[src/rtl/core/boot_recovery_supervisor_core_assert.svh]
// ----------------------------------------------------------------------------
// Boot recovery supervisor assertion macros
// Concurrent assertion shorthands shared by the supervisor RTL.
// ----------------------------------------------------------------------------
`ifndef BOOT_RECOVERY_SUPERVISOR_CORE_ASSERT_SVH
`define BOOT_RECOVERY_SUPERVISOR_CORE_ASSERT_SVH

// same-cycle implication, disabled during reset
`define BRS_ASSERT_IMPLY(label, clk, rst, ante, cons, msg) \
   label: assert property (@(posedge clk) disable iff (rst) (ante) |-> (cons)) \
      else $error(msg);

// next-cycle implication, disabled during reset
`define BRS_ASSERT_NEXT(label, clk, rst, ante, cons, msg) \
   label: assert property (@(posedge clk) disable iff (rst) (ante) |=> (cons)) \
      else $error(msg);

`endif

[src/rtl/core/brs_pkg.sv]
// ----------------------------------------------------------------------------
// Boot recovery supervisor package
// Codes, state and result types shared by the supervisor modules.
// ----------------------------------------------------------------------------
package brs_pkg;

   // operations
   localparam logic [1:0] OP_INIT     = 2'd0;
   localparam logic [1:0] OP_BEGIN    = 2'd1;
   localparam logic [1:0] OP_COMPLETE = 2'd2;
   localparam logic [1:0] OP_FAULT    = 2'd3;

   // status codes
   localparam logic [2:0] ST_OK        = 3'd0;
   localparam logic [2:0] ST_BADARG    = 3'd1;
   localparam logic [2:0] ST_BADSTATE  = 3'd2;
   localparam logic [2:0] ST_TIMEREG   = 3'd3;
   localparam logic [2:0] ST_EXHAUSTED = 3'd4;
   localparam logic [2:0] ST_STALE     = 3'd5;

   // phases
   localparam logic [3:0] PH_COLD     = 4'd0;
   localparam logic [3:0] PH_START    = 4'd1;
   localparam logic [3:0] PH_MIC      = 4'd2;
   localparam logic [3:0] PH_TESTS    = 4'd3;
   localparam logic [3:0] PH_SERVICES = 4'd4;
   localparam logic [3:0] PH_OPER     = 4'd5;
   localparam logic [3:0] PH_QUIESCE  = 4'd6;
   localparam logic [3:0] PH_SAFE     = 4'd7;
   localparam logic [3:0] PH_UNAVAIL  = 4'd8;

   // reasons
   localparam logic [3:0] RS_NONE       = 4'd0;
   localparam logic [3:0] RS_WATCHDOG   = 4'd1;
   localparam logic [3:0] RS_PERSISTED  = 4'd2;
   localparam logic [3:0] RS_EXPLICIT   = 4'd3;
   localparam logic [3:0] RS_TRANSPORT  = 4'd4;
   localparam logic [3:0] RS_MIC        = 4'd5;
   localparam logic [3:0] RS_SELFTEST   = 4'd6;
   localparam logic [3:0] RS_SERVICES   = 4'd7;
   localparam logic [3:0] RS_FAULT      = 4'd8;
   localparam logic [3:0] RS_QUIESCE    = 4'd9;

   // completion outcomes
   localparam logic [3:0] OC_TR_READY   = 4'd0;
   localparam logic [3:0] OC_TR_FAIL    = 4'd1;
   localparam logic [3:0] OC_MIC_OK     = 4'd2;
   localparam logic [3:0] OC_MIC_FAIL   = 4'd3;
   localparam logic [3:0] OC_TEST_PASS  = 4'd4;
   localparam logic [3:0] OC_TEST_FAIL  = 4'd5;
   localparam logic [3:0] OC_SVC_READY  = 4'd6;
   localparam logic [3:0] OC_SVC_FAIL   = 4'd7;
   localparam logic [3:0] OC_QUIESCED   = 4'd8;
   localparam logic [3:0] OC_QUIES_FAIL = 4'd9;
   localparam logic [3:0] OC_LAST       = OC_QUIES_FAIL;

   // action kinds
   localparam logic [2:0] ACT_TRANSPORT = 3'd0;
   localparam logic [2:0] ACT_MIC       = 3'd1;
   localparam logic [2:0] ACT_TESTS     = 3'd2;
   localparam logic [2:0] ACT_SERVICES  = 3'd3;
   localparam logic [2:0] ACT_QUIESCE   = 3'd4;

   // notice kinds
   localparam logic [1:0] NTC_SAFE    = 2'd0;
   localparam logic [1:0] NTC_UNAVAIL = 2'd1;
   localparam logic [1:0] NTC_AVAIL   = 2'd2;
   localparam logic [1:0] NTC_OPER    = 2'd3;

   // readiness flag bit positions
   localparam int unsigned FB_TRANSPORT = 0;
   localparam int unsigned FB_MIC       = 1;
   localparam int unsigned FB_TESTS     = 2;
   localparam int unsigned FB_SERVICES  = 3;
   localparam int unsigned FB_CAPTURE   = 4;

   // configuration register indexes
   localparam logic [1:0] CSR_WATCHDOG  = 2'd0;
   localparam logic [1:0] CSR_PERSISTED = 2'd1;
   localparam logic [1:0] CSR_EXPLICIT  = 2'd2;
   localparam logic [1:0] CSR_VERSION   = 2'd3;

   typedef struct packed {
      logic wdog;
      logic persisted;
      logic explicit_req;
   } evidence_type;

   typedef struct packed {
      logic        init;
      logic [3:0]  phase;
      logic [3:0]  cause;
      logic        safe_req;
      logic [4:0]  flags;
      logic [63:0] last_time;
      logic [63:0] pending_tag;
      logic [63:0] next_tag;
   } state_type;

   // cold, uninitialized, first tag 1
   localparam state_type STATE_RESET = '{
      init:        1'b0,
      phase:       PH_COLD,
      cause:       RS_NONE,
      safe_req:    1'b0,
      flags:       5'd0,
      last_time:   64'd0,
      pending_tag: 64'd0,
      next_tag:    64'd1
   };

   typedef struct packed {
      logic [2:0]  status;
      logic        act_v;
      logic [2:0]  act_k;
      logic [63:0] act_tag;
      logic        ntc_v;
      logic [1:0]  ntc_k;
      logic [3:0]  ntc_c;
      logic [63:0] stamp;
      logic [3:0]  phase_now;
      logic [3:0]  cause_now;
      logic [4:0]  flags_now;
      logic        capture;
   } result_type;

endpackage

[src/rtl/core/brs_eval.sv]
// ----------------------------------------------------------------------------
// Boot recovery supervisor event evaluation
// Checks one event against the state and computes next state and result.
// ----------------------------------------------------------------------------
module brs_eval (
   input  brs_pkg::state_type    state_cur,
   input  brs_pkg::evidence_type evidence,
   input  logic [1:0]            operation,
   input  logic [63:0]           event_time_ms,
   input  logic [63:0]           step_tag,
   input  logic [3:0]            outcome_code,
   output brs_pkg::state_type    state_nxt,
   output brs_pkg::result_type   result
);

   function automatic logic state_bad(input brs_pkg::state_type s);
      logic cap;
      logic tr;
      logic bad;
      cap = s.flags[brs_pkg::FB_CAPTURE];
      tr  = s.flags[brs_pkg::FB_TRANSPORT];
      bad = !s.init;
      if (cap && (s.phase != brs_pkg::PH_OPER || s.safe_req || !(&s.flags[3:0])))
         bad = 1'b1;
      if (s.phase == brs_pkg::PH_OPER && !cap)
         bad = 1'b1;
      if ((s.phase == brs_pkg::PH_SAFE || s.phase == brs_pkg::PH_QUIESCE) && (!tr || cap))
         bad = 1'b1;
      if (s.phase == brs_pkg::PH_UNAVAIL && (tr || cap))
         bad = 1'b1;
      return bad;
   endfunction

   brs_pkg::state_type  work;
   brs_pkg::result_type res;
   logic [2:0]          status;
   logic                do_issue;
   logic [2:0]          issue_kind;
   logic                safe_go;
   logic [3:0]          safe_why;

   always_comb begin
      work       = state_cur;
      res        = '0;
      status     = brs_pkg::ST_OK;
      do_issue   = 1'b0;
      issue_kind = brs_pkg::ACT_TRANSPORT;
      safe_go    = 1'b0;
      safe_why   = brs_pkg::RS_NONE;
      state_nxt  = state_cur;

      if (operation == brs_pkg::OP_INIT) begin
         state_nxt          = '0;
         state_nxt.next_tag = 64'd1;
         state_nxt.init     = 1'b1;
         priority if (evidence.wdog) begin
            state_nxt.safe_req = 1'b1;
            state_nxt.cause    = brs_pkg::RS_WATCHDOG;
         end else if (evidence.persisted) begin
            state_nxt.safe_req = 1'b1;
            state_nxt.cause    = brs_pkg::RS_PERSISTED;
         end else if (evidence.explicit_req) begin
            state_nxt.safe_req = 1'b1;
            state_nxt.cause    = brs_pkg::RS_EXPLICIT;
         end
      end else begin
         work.last_time = event_time_ms;
         priority if (state_bad(state_cur)) begin
            status = brs_pkg::ST_BADSTATE;
         end else if (event_time_ms < state_cur.last_time) begin
            status = brs_pkg::ST_TIMEREG;
         end else begin
            unique case (operation)
               brs_pkg::OP_BEGIN: begin
                  if (state_cur.phase != brs_pkg::PH_COLD) begin
                     status = brs_pkg::ST_BADSTATE;
                  end else begin
                     work.phase = brs_pkg::PH_START;
                     do_issue   = 1'b1;
                     issue_kind = brs_pkg::ACT_TRANSPORT;
                  end
               end
               brs_pkg::OP_FAULT: begin
                  if (state_cur.phase != brs_pkg::PH_OPER) begin
                     status = brs_pkg::ST_BADSTATE;
                  end else begin
                     work.flags[brs_pkg::FB_CAPTURE] = 1'b0;
                     work.safe_req = 1'b1;
                     work.cause    = brs_pkg::RS_FAULT;
                     work.phase    = brs_pkg::PH_QUIESCE;
                     do_issue      = 1'b1;
                     issue_kind    = brs_pkg::ACT_QUIESCE;
                  end
               end
               brs_pkg::OP_COMPLETE: begin
                  priority if (outcome_code > brs_pkg::OC_LAST) begin
                     status = brs_pkg::ST_BADARG;
                  end else if (step_tag == 64'd0 || step_tag != state_cur.pending_tag) begin
                     status = brs_pkg::ST_STALE;
                  end else begin
                     unique case (state_cur.phase)
                        brs_pkg::PH_START: begin
                           if (outcome_code == brs_pkg::OC_TR_FAIL) begin
                              work.phase = brs_pkg::PH_UNAVAIL;
                              work.cause = brs_pkg::RS_TRANSPORT;
                              work.flags[brs_pkg::FB_CAPTURE] = 1'b0;
                              res.ntc_v = 1'b1;
                              res.ntc_k = brs_pkg::NTC_UNAVAIL;
                              res.ntc_c = brs_pkg::RS_TRANSPORT;
                              res.stamp = event_time_ms;
                           end else if (outcome_code != brs_pkg::OC_TR_READY) begin
                              status = brs_pkg::ST_BADSTATE;
                           end else begin
                              work.flags[brs_pkg::FB_TRANSPORT] = 1'b1;
                              work.phase = brs_pkg::PH_MIC;
                              res.ntc_v  = 1'b1;
                              res.ntc_k  = brs_pkg::NTC_AVAIL;
                              res.ntc_c  = brs_pkg::RS_NONE;
                              res.stamp  = event_time_ms;
                              do_issue   = 1'b1;
                              issue_kind = brs_pkg::ACT_MIC;
                           end
                        end
                        brs_pkg::PH_MIC: begin
                           if (outcome_code == brs_pkg::OC_MIC_FAIL) begin
                              work.flags[brs_pkg::FB_MIC] = 1'b0;
                              safe_go  = 1'b1;
                              safe_why = brs_pkg::RS_MIC;
                           end else if (outcome_code != brs_pkg::OC_MIC_OK) begin
                              status = brs_pkg::ST_BADSTATE;
                           end else begin
                              work.flags[brs_pkg::FB_MIC] = 1'b1;
                              if (state_cur.safe_req) begin
                                 safe_go  = 1'b1;
                                 safe_why = state_cur.cause;
                              end else begin
                                 work.phase = brs_pkg::PH_TESTS;
                                 do_issue   = 1'b1;
                                 issue_kind = brs_pkg::ACT_TESTS;
                              end
                           end
                        end
                        brs_pkg::PH_TESTS: begin
                           if (outcome_code == brs_pkg::OC_TEST_FAIL) begin
                              safe_go  = 1'b1;
                              safe_why = brs_pkg::RS_SELFTEST;
                           end else if (outcome_code != brs_pkg::OC_TEST_PASS) begin
                              status = brs_pkg::ST_BADSTATE;
                           end else begin
                              work.flags[brs_pkg::FB_TESTS] = 1'b1;
                              work.phase = brs_pkg::PH_SERVICES;
                              do_issue   = 1'b1;
                              issue_kind = brs_pkg::ACT_SERVICES;
                           end
                        end
                        brs_pkg::PH_SERVICES: begin
                           if (outcome_code == brs_pkg::OC_SVC_FAIL) begin
                              safe_go  = 1'b1;
                              safe_why = brs_pkg::RS_SERVICES;
                           end else if (outcome_code != brs_pkg::OC_SVC_READY) begin
                              status = brs_pkg::ST_BADSTATE;
                           end else begin
                              work.flags[brs_pkg::FB_SERVICES] = 1'b1;
                              work.flags[brs_pkg::FB_CAPTURE]  = 1'b1;
                              work.phase = brs_pkg::PH_OPER;
                              work.cause = brs_pkg::RS_NONE;
                              res.ntc_v  = 1'b1;
                              res.ntc_k  = brs_pkg::NTC_OPER;
                              res.ntc_c  = brs_pkg::RS_NONE;
                              res.stamp  = event_time_ms;
                           end
                        end
                        brs_pkg::PH_QUIESCE: begin
                           if (outcome_code == brs_pkg::OC_QUIES_FAIL) begin
                              work.flags[brs_pkg::FB_MIC] = 1'b0;
                              safe_go  = 1'b1;
                              safe_why = brs_pkg::RS_QUIESCE;
                           end else if (outcome_code != brs_pkg::OC_QUIESCED) begin
                              status = brs_pkg::ST_BADSTATE;
                           end else begin
                              work.flags[brs_pkg::FB_MIC] = 1'b1;
                              safe_go  = 1'b1;
                              safe_why = brs_pkg::RS_FAULT;
                           end
                        end
                        default: begin
                           status = brs_pkg::ST_BADSTATE;
                        end
                     endcase
                  end
               end
               default: begin
                  status = brs_pkg::ST_BADSTATE;
               end
            endcase

            if (safe_go) begin
               work.phase    = brs_pkg::PH_SAFE;
               work.cause    = safe_why;
               work.safe_req = 1'b1;
               work.flags[brs_pkg::FB_CAPTURE]  = 1'b0;
               work.flags[brs_pkg::FB_SERVICES] = 1'b0;
               res.ntc_v = 1'b1;
               res.ntc_k = brs_pkg::NTC_SAFE;
               res.ntc_c = safe_why;
               res.stamp = event_time_ms;
            end

            // tag allocation; a wrapped counter means the tag space is used up
            if (status == brs_pkg::ST_OK && do_issue) begin
               if (work.next_tag == 64'd0) begin
                  status = brs_pkg::ST_EXHAUSTED;
               end else begin
                  work.pending_tag = work.next_tag;
                  work.next_tag    = work.next_tag + 64'd1;
                  res.act_v   = 1'b1;
                  res.act_k   = issue_kind;
                  res.act_tag = work.next_tag - 64'd1;
                  res.stamp   = event_time_ms;
               end
            end

            if (status == brs_pkg::ST_OK && state_bad(work))
               status = brs_pkg::ST_BADSTATE;
         end

         if (status == brs_pkg::ST_OK)
            state_nxt = work;
         else
            res = '0;
      end

      res.status    = status;
      res.phase_now = state_nxt.phase;
      res.cause_now = state_nxt.cause;
      res.flags_now = state_nxt.flags;
      res.capture   = state_nxt.init && state_nxt.flags[brs_pkg::FB_CAPTURE];
      result        = res;
   end

endmodule

[src/rtl/core/boot_recovery_supervisor_core.sv]
// ----------------------------------------------------------------------------
// Boot recovery supervisor core
// Sequences boot, self checks and recovery from a stream of events.
// ----------------------------------------------------------------------------
// Usage:
//   req_* carries one event per transaction (initialize, begin, step
//   completion, runtime fault). rsp_* returns exactly one result per event:
//   status, optional action with its step tag, optional notice, and the
//   phase, reason and flags after the event.
//   csr_* writes the boot evidence bits (index 0..2); csr_ready is always
//   high. Index 3 is the status format version index, which no result carries,
//   so its writes are accepted and dropped.
//   An accepted event is captured in the input register and evaluated there
//   against the state; its result then loads into the result register,
//   which drives rsp_valid. Throughput is one event per cycle while the
//   result is not stalled; the state loop closes through the evaluation
//   logic (compares and a 64-bit tag increment).
//   Reset clears the state to cold, uninitialized, next tag 1, and empties
//   both registers. While rsp_stall is high the result holds and, once the
//   input register is also full, req_stall rises.
// ----------------------------------------------------------------------------
`include "boot_recovery_supervisor_core_assert.svh"

module boot_recovery_supervisor_core (
   input  logic        clock,
   input  logic        reset,

   input  logic        req_valid,
   output logic        req_stall,
   input  logic [1:0]  req_operation,
   input  logic [63:0] req_event_time_ms,
   input  logic [63:0] req_step_tag,
   input  logic [3:0]  req_outcome_code,

   output logic        rsp_valid,
   input  logic        rsp_stall,
   output logic [2:0]  rsp_status_code,
   output logic        rsp_action_valid,
   output logic [2:0]  rsp_action_kind,
   output logic [63:0] rsp_action_tag,
   output logic        rsp_notice_valid,
   output logic [1:0]  rsp_notice_kind,
   output logic [3:0]  rsp_notice_cause,
   output logic [63:0] rsp_stamp_ms,
   output logic [3:0]  rsp_phase_now,
   output logic [3:0]  rsp_cause_now,
   output logic [5:0]  rsp_status_flags,
   output logic        rsp_capture_allowed,

   input  logic        csr_valid,
   output logic        csr_ready,
   input  logic [1:0]  csr_index,
   input  logic [7:0]  csr_wdata
);

   logic                  in_valid_ff, in_valid_in;
   logic [1:0]            op_ff;
   logic [63:0]           time_ff;
   logic [63:0]           tag_ff;
   logic [3:0]            oc_ff;
   logic                  out_valid_ff, out_valid_in;
   brs_pkg::result_type   res_ff, res_in;
   brs_pkg::state_type    state_ff, state_in;
   brs_pkg::evidence_type evid_ff, evid_in;

   brs_pkg::state_type    eval_state;
   brs_pkg::result_type   eval_result;

   logic                  advance;
   logic                  fire;
   logic                  req_take;
   logic                  rsp_take;
   logic                  csr_take;

   assign advance  = !out_valid_ff || !rsp_stall;
   assign fire     = in_valid_ff && advance;
   assign req_stall = in_valid_ff && !advance;
   assign req_take = req_valid && !req_stall;
   assign rsp_take = out_valid_ff && !rsp_stall;
   assign csr_ready = 1'b1;
   assign csr_take  = csr_valid && csr_ready;

   brs_eval u_eval (
      .state_cur     (state_ff),
      .evidence      (evid_ff),
      .operation     (op_ff),
      .event_time_ms (time_ff),
      .step_tag      (tag_ff),
      .outcome_code  (oc_ff),
      .state_nxt     (eval_state),
      .result        (eval_result)
   );

   always_comb begin
      in_valid_in = in_valid_ff;
      if (fire)
         in_valid_in = 1'b0;
      if (req_take)
         in_valid_in = 1'b1;

      out_valid_in = out_valid_ff;
      if (rsp_take)
         out_valid_in = 1'b0;
      if (fire)
         out_valid_in = 1'b1;

      state_in = fire ? eval_state : state_ff;
      res_in   = fire ? eval_result : res_ff;

      evid_in = evid_ff;
      if (csr_take) begin
         unique case (csr_index)
            brs_pkg::CSR_WATCHDOG:  evid_in.wdog         = csr_wdata[0];
            brs_pkg::CSR_PERSISTED: evid_in.persisted    = csr_wdata[0];
            brs_pkg::CSR_EXPLICIT:  evid_in.explicit_req = csr_wdata[0];
            brs_pkg::CSR_VERSION:   evid_in = evid_ff;
            default:                evid_in = evid_ff;
         endcase
      end
   end

   always_ff @(posedge clock) begin
      if (reset) begin
         in_valid_ff  <= 1'b0;
         out_valid_ff <= 1'b0;
         evid_ff      <= '0;
         state_ff     <= brs_pkg::STATE_RESET;
      end else begin
         in_valid_ff  <= in_valid_in;
         out_valid_ff <= out_valid_in;
         evid_ff      <= evid_in;
         state_ff     <= state_in;
      end
   end

   // payload registers
   always_ff @(posedge clock) begin
      if (req_take) begin
         op_ff   <= req_operation;
         time_ff <= req_event_time_ms;
         tag_ff  <= req_step_tag;
         oc_ff   <= req_outcome_code;
      end
      res_ff <= res_in;
   end

   assign rsp_valid           = out_valid_ff;
   assign rsp_status_code     = res_ff.status;
   assign rsp_action_valid    = res_ff.act_v;
   assign rsp_action_kind     = res_ff.act_k;
   assign rsp_action_tag      = res_ff.act_tag;
   assign rsp_notice_valid    = res_ff.ntc_v;
   assign rsp_notice_kind     = res_ff.ntc_k;
   assign rsp_notice_cause    = res_ff.ntc_c;
   assign rsp_stamp_ms        = res_ff.stamp;
   assign rsp_phase_now       = res_ff.phase_now;
   assign rsp_cause_now       = res_ff.cause_now;
   assign rsp_status_flags    = {1'b1, res_ff.flags_now};
   assign rsp_capture_allowed = res_ff.capture;

   `BRS_ASSERT_IMPLY(a_err_no_output, clock, reset,
      out_valid_ff && res_ff.status != brs_pkg::ST_OK,
      !res_ff.act_v && !res_ff.ntc_v, "error result carries an action or notice")
   `BRS_ASSERT_IMPLY(a_capture_oper, clock, reset,
      out_valid_ff && res_ff.capture,
      res_ff.phase_now == brs_pkg::PH_OPER, "capture allowed outside operational")
   `BRS_ASSERT_NEXT(a_action_tag_pending, clock, reset,
      fire && eval_result.act_v,
      state_ff.pending_tag == res_ff.act_tag &&
      state_ff.next_tag == res_ff.act_tag + 64'd1, "issued tag not recorded as pending")
   `BRS_ASSERT_IMPLY(a_empty_no_stall, clock, reset,
      !in_valid_ff, !req_stall, "input stalled while input register empty")

endmodule
[config.mk]
export PLATFORM = sky130hd
export DESIGN_NAME = boot_recovery_supervisor_core
export DESIGN_NICKNAME = d
export VERILOG_FILES = /design/src/rtl/core/brs_pkg.sv /design/src/rtl/core/brs_eval.sv /design/src/rtl/core/boot_recovery_supervisor_core.sv
export VERILOG_INCLUDE_DIRS = /design/src /design/src/rtl/core
export SDC_FILE = /design/constraint.sdc
export NUM_CORES = 1
export LEC_CHECK = 0
export BUFFER_PORTS_ARGS = -buffer_cell sky130_fd_sc_hd__clkbuf_2
export CORE_UTILIZATION = 50
export CTS_CLUSTER_SIZE = 14
export DETAILED_ROUTE_END_ITERATION = 12
export GPL_TIMING_DRIVEN = 0
export PLACE_DENSITY = 0.77
export SYNTH_ARGS = -nofsm -noshare
export SYNTH_HDL_FRONTEND = slang
export SYNTH_HIERARCHICAL = 1
export SYNTH_SLANG_ARGS = --single-unit
[constraint.sdc]
create_clock -name clock -period 12.2 [get_ports clock]
set_clock_uncertainty 0.2 [all_clocks]
set_input_delay 1.22 -clock clock [delete_from_list [all_inputs] [get_ports clock]]
set_output_delay 1.22 -clock clock [all_outputs]
set_load 0.005 [all_outputs]
==> summary.txt <==
Pwr
  • Peak supply drop: approximately 0.13 mV
  • Internal power: slightly above 3 mW
  • PD cells: approximately 120 nW/um^2
  • Switching share of power: 0.224
  • Total Power: about 3.9 mW
  • Psw: between 800 and 900 uW
  • Clk network pwr share: 0.460
  • Leakage power: between 10 and 15 nW
  • Flop pwr share: 0.475
  • Comb pwr share: 0.064

Setup path
  • WP data arrival: around 5900 ps
  • Worst-case reg-to-reg path depth: 15
  • Slowest stage cell, crit path: mux2i_2
  • CP peak stage delay: ~630 ps
  • Critical-path maximum fanout: 10
  • CP delay by family, top: simple AND/OR/NAND/NOR gates
  • Worst R2R Start: tag_ff[13]$_DFFE_PP_
  • Critical path required time: about 13,000 ps
  • Critical path launch point type: register
  • Crit path cell chain: xor2_1 -> or4_1 -> or4_4 -> nor4_4 -> buf_6 -> a31oi_1 -> or3_1 -> a211oi_2 -> mux2i_2 -> nand3b_1 -> or2_2 -> a311o_1 -> buf_4 -> nand2b_1 -> mux2i_1
  • Setup crit end kind: register
  • CP Depth: 15
  • R2R Setup Slk: around 6600 ps
  • Critical path class: reg2reg
  • WP buf/inv: 2
  • Worst reg2reg path endpoint: state_ff[199]$_SDFFE_PP0P_

Drt
  • DRT iter0 DRCs: roughly 2.3k
  • Routed via count: 24.0k
  • DRC Markers: 0
  • Antenna Nets Post-Route: 0
  • Pre-antenna DRT Iters: 7
  • Via density per instance: 5.65
  • Avg WL per Cell: approximately 20 microns
  • WL final: approximately 85,000 microns

Synth
  • Post-synth ARST share: 0
  • Synth warn: 6
  • Synth top cells by count: 422 x nand2b_1, 290 x edfxtp_1, 248 x nand2_1
  • Post-synth EDFFs: 290
  • Synth area leader: edfxtp_1
  • Ys flop type: edfxtp_1
  • Top post-synthesis cells by area: edfxtp_1 30%, dfxtp_1 15%, nand2b_1 9.0%, mux2i_1 7.4%, xnor2_1 3.8%
  • Seq cells post-synth: approximately 500
  • Count leader, synth: nand2b_1
  • Top cell type's share of synthesized area: 0.298
  • Avg Inst Size Synth: 9.52 sq um
  • Distinct cells, synth: ~80
  • Seq/Total Area, Yosys: 0.444
  • Synth Instances: a little over 3k
  • Post-Syn Area: 29,200 sq um

STA
  • Unrepaired setup endpoints after global routing: no
  • Worst Tran Pin Value: 1250 ps
  • Fin. Hold Viols: 0
  • Pins Over Slew Limit: 0
  • Setup TNS: 0 ps
  • Max-slew headroom: 0.161
  • Fmax: 179 MHz
  • Min cycle time layout: ~5600 ps
  • Final setup viols: 0
  • Tcrit/Tclk final: 0.459
  • Hold Slack: about 270 ps

GRT
  • Largest net degree at the start of global routing: between 100 and 150
  • Tot GR Track Use: 0.279
  • Total gr overflow: 0
  • Global-route wire length before repair: approximately 130,000 microns
  • Vias in the first global route: 22.4k
  • Antenna violations before repair: 2

Die
  • Row count: just under 90
  • Initial Utilization: 0.506
  • Die Wd: ~240 microns
  • Die area: slightly below 60,000 sq um
  • Number of I/O pins: slightly above 300
  • Die Ht: approximately 240 microns
  • Core Area: 57,700 sq um

Min path
  • Hold_sp: state_ff[23]$_SDFFE_PP0P_
  • Min-delay worst type: reg2reg
  • Endpoint, Worst Hold: state_ff[23]$_SDFFE_PP0P_
  • Hold path cells: 2

Final layout
  • P&R area growth vs syn: 15.6%
  • Layout cell share with drive strength beyond 1: 0.141
  • Fin nets: 3,639

Placement
  • Final RePlAce weighted congestion: 1.01
  • Port bufs: approximately 300
  • Detailed placement HPWL: between 60,000 and 70,000 microns

Clock tree
  • CTS Sinks: between 500 and 600
  • Post-cts sizing count: 0
  • CTS max path bufs: 3
  • CTS root buffer: clkbuf_16
  • H-tree levels: 2
  • Post-CTS Setup Inserts: 0
  • Hold buffers post-CTS: 0
  • CTS tree: done
  • Clock slew at reported path FFs: 60 ps
  • TritonCTS buffer count: 52
  • Clock network latency to the later pin of the worst-skew pair: 630 ps

Run status
  • Outcome: complete, no violations

Job
  • Max_cap viols: 0
registers in the layout, indices dropped and copies added, names as in the netlist:
name                 cells
rsp_cause_now            4
rsp_notice_kind          2
rsp_notice_cause         4
time_ff                 64
rsp_action_tag          64
in_valid_ff              1
rsp_capture_allowed      1
op_ff                    2
rsp_action_valid         1
rsp_stamp_ms            64
rsp_notice_valid         1
rsp_phase_now            4
tag_ff                  64
rsp_status_code          3
rsp_action_kind          3
rsp_status_flags         5
state_ff               207
rsp_valid                1
oc_ff                    4
evid_ff                  3
stage by stage:
step	std cells	utilization	area, sq um	setup slack, ps
6_report	4236	0.585	33700	6600
5_1_grt	4235	0.585	33700	6410
4_1_cts	4233	0.585	33700	6640
3_5_place_dp	4135	0.551	31800	6670
3_3_place_gp	4129	0.548	31600	1730
2_1_floorplan	3066	-	29200	4410
worst register-to-register path, cell delays in order (launching register included):
cell and delay, ps:
edfxtp_1 450, xor2_1 220, or4_1 540, or4_4 540, nor4_4 510, buf_6 220, a31oi_1 100, or3_1 420
a211oi_2 270, mux2i_2 630, nand3b_1 330, or2_2 380, a311o_1 390, buf_4 140, nand2b_1 60, mux2i_1 70
worst max-delay path by stage:
stage | from | endpoint | slack, ps
after global placement | rsp_stall | tag_ff[19]$_DFFE_PP_ | 1730
after global routing | tag_ff[13]$_DFFE_PP_ | state_ff[192]$_SDFFE_PP0P_ | 6410
final | tag_ff[13]$_DFFE_PP_ | state_ff[199]$_SDFFE_PP0P_ | 6600
after floorplan | rsp_stall | oc_ff[0]$_DFFE_PP_ | 4410
after detailed placement | tag_ff[13]$_DFFE_PP_ | state_ff[199]$_SDFFE_PP0P_ | 6670
after CTS | tag_ff[13]$_DFFE_PP_ | state_ff[192]$_SDFFE_PP0P_ | 6640
per-layer routing:
metal  share of wire  up-vias  global-route usage  routed length [microns]
li1                -    11400                   -                        -
met2            0.44      980               0.427                    37500
met1            0.44    11400               0.392                    37400
met5               0        -                   0                        0
met3           0.080      159              0.0452                     6780
met4           0.039        0               0.114                     3310
layout make-up:
class                           count  area, sq um
Antenna cell                        3         7.51
Inverter                          101          379
Fill cell                        5011        23900
Timing Repair Buffer              304         1610
Clock buffer                       59         1340
Sequential cell                   502        13000
Tap cell                          765          957
Buffer                            234         1170
Clock inverter                     39          624
Multi-Input combinational cell   2229        14700
logic make-up after synthesis:
group           count (synthesis)  share of synthesized area
fa+ha+maj                      66                     0.0283
mux                           218                     0.0749
xor+xnor                      219                     0.0657
simple gates                 1333                      0.249
compound gates                391                     0.0849
buf+inv                       335                     0.0527
flops                         502                      0.444
other cells                     1                   0.000129
power groups by stage:
| stage | Combinational, mW | Sequential [mW] | Clock (mW) |
|---|---|---|---|
| after floorplan | 0.146 | 1.90 | 0 |
| after global placement | 0.241 | 1.91 | 0 |
| after detailed placement | 0.249 | 1.90 | 0 |
| after CTS | 0.250 | 1.86 | 1.84 |
| after global routing | 0.269 | 1.87 | 1.90 |
| final | 0.251 | 1.86 | 1.80 |
placed cells by master, fill, tap and decap left out, types with 18 or more instances in the layout:
cell,n
buf_2,18
nand3_1,65
nand2b_1,422
edfxtp_1,290
mux2i_1,216
dfxtp_1,212
xnor2_1,126
a21oi_1,152
nand4_1,59
nor3_1,56
a21o_1,78
and3_1,99
nor2_1,195
o21ai_0,53
nand2_1,248
ha_1,66
inv_1,101
a31oi_1,19
clkbuf_1,176
clkbuf_16,52
clkbuf_2,298
xor2_1,93
buf_4,25
nor4_1,62
or3_1,28
(Power assumes the default switching activity.)
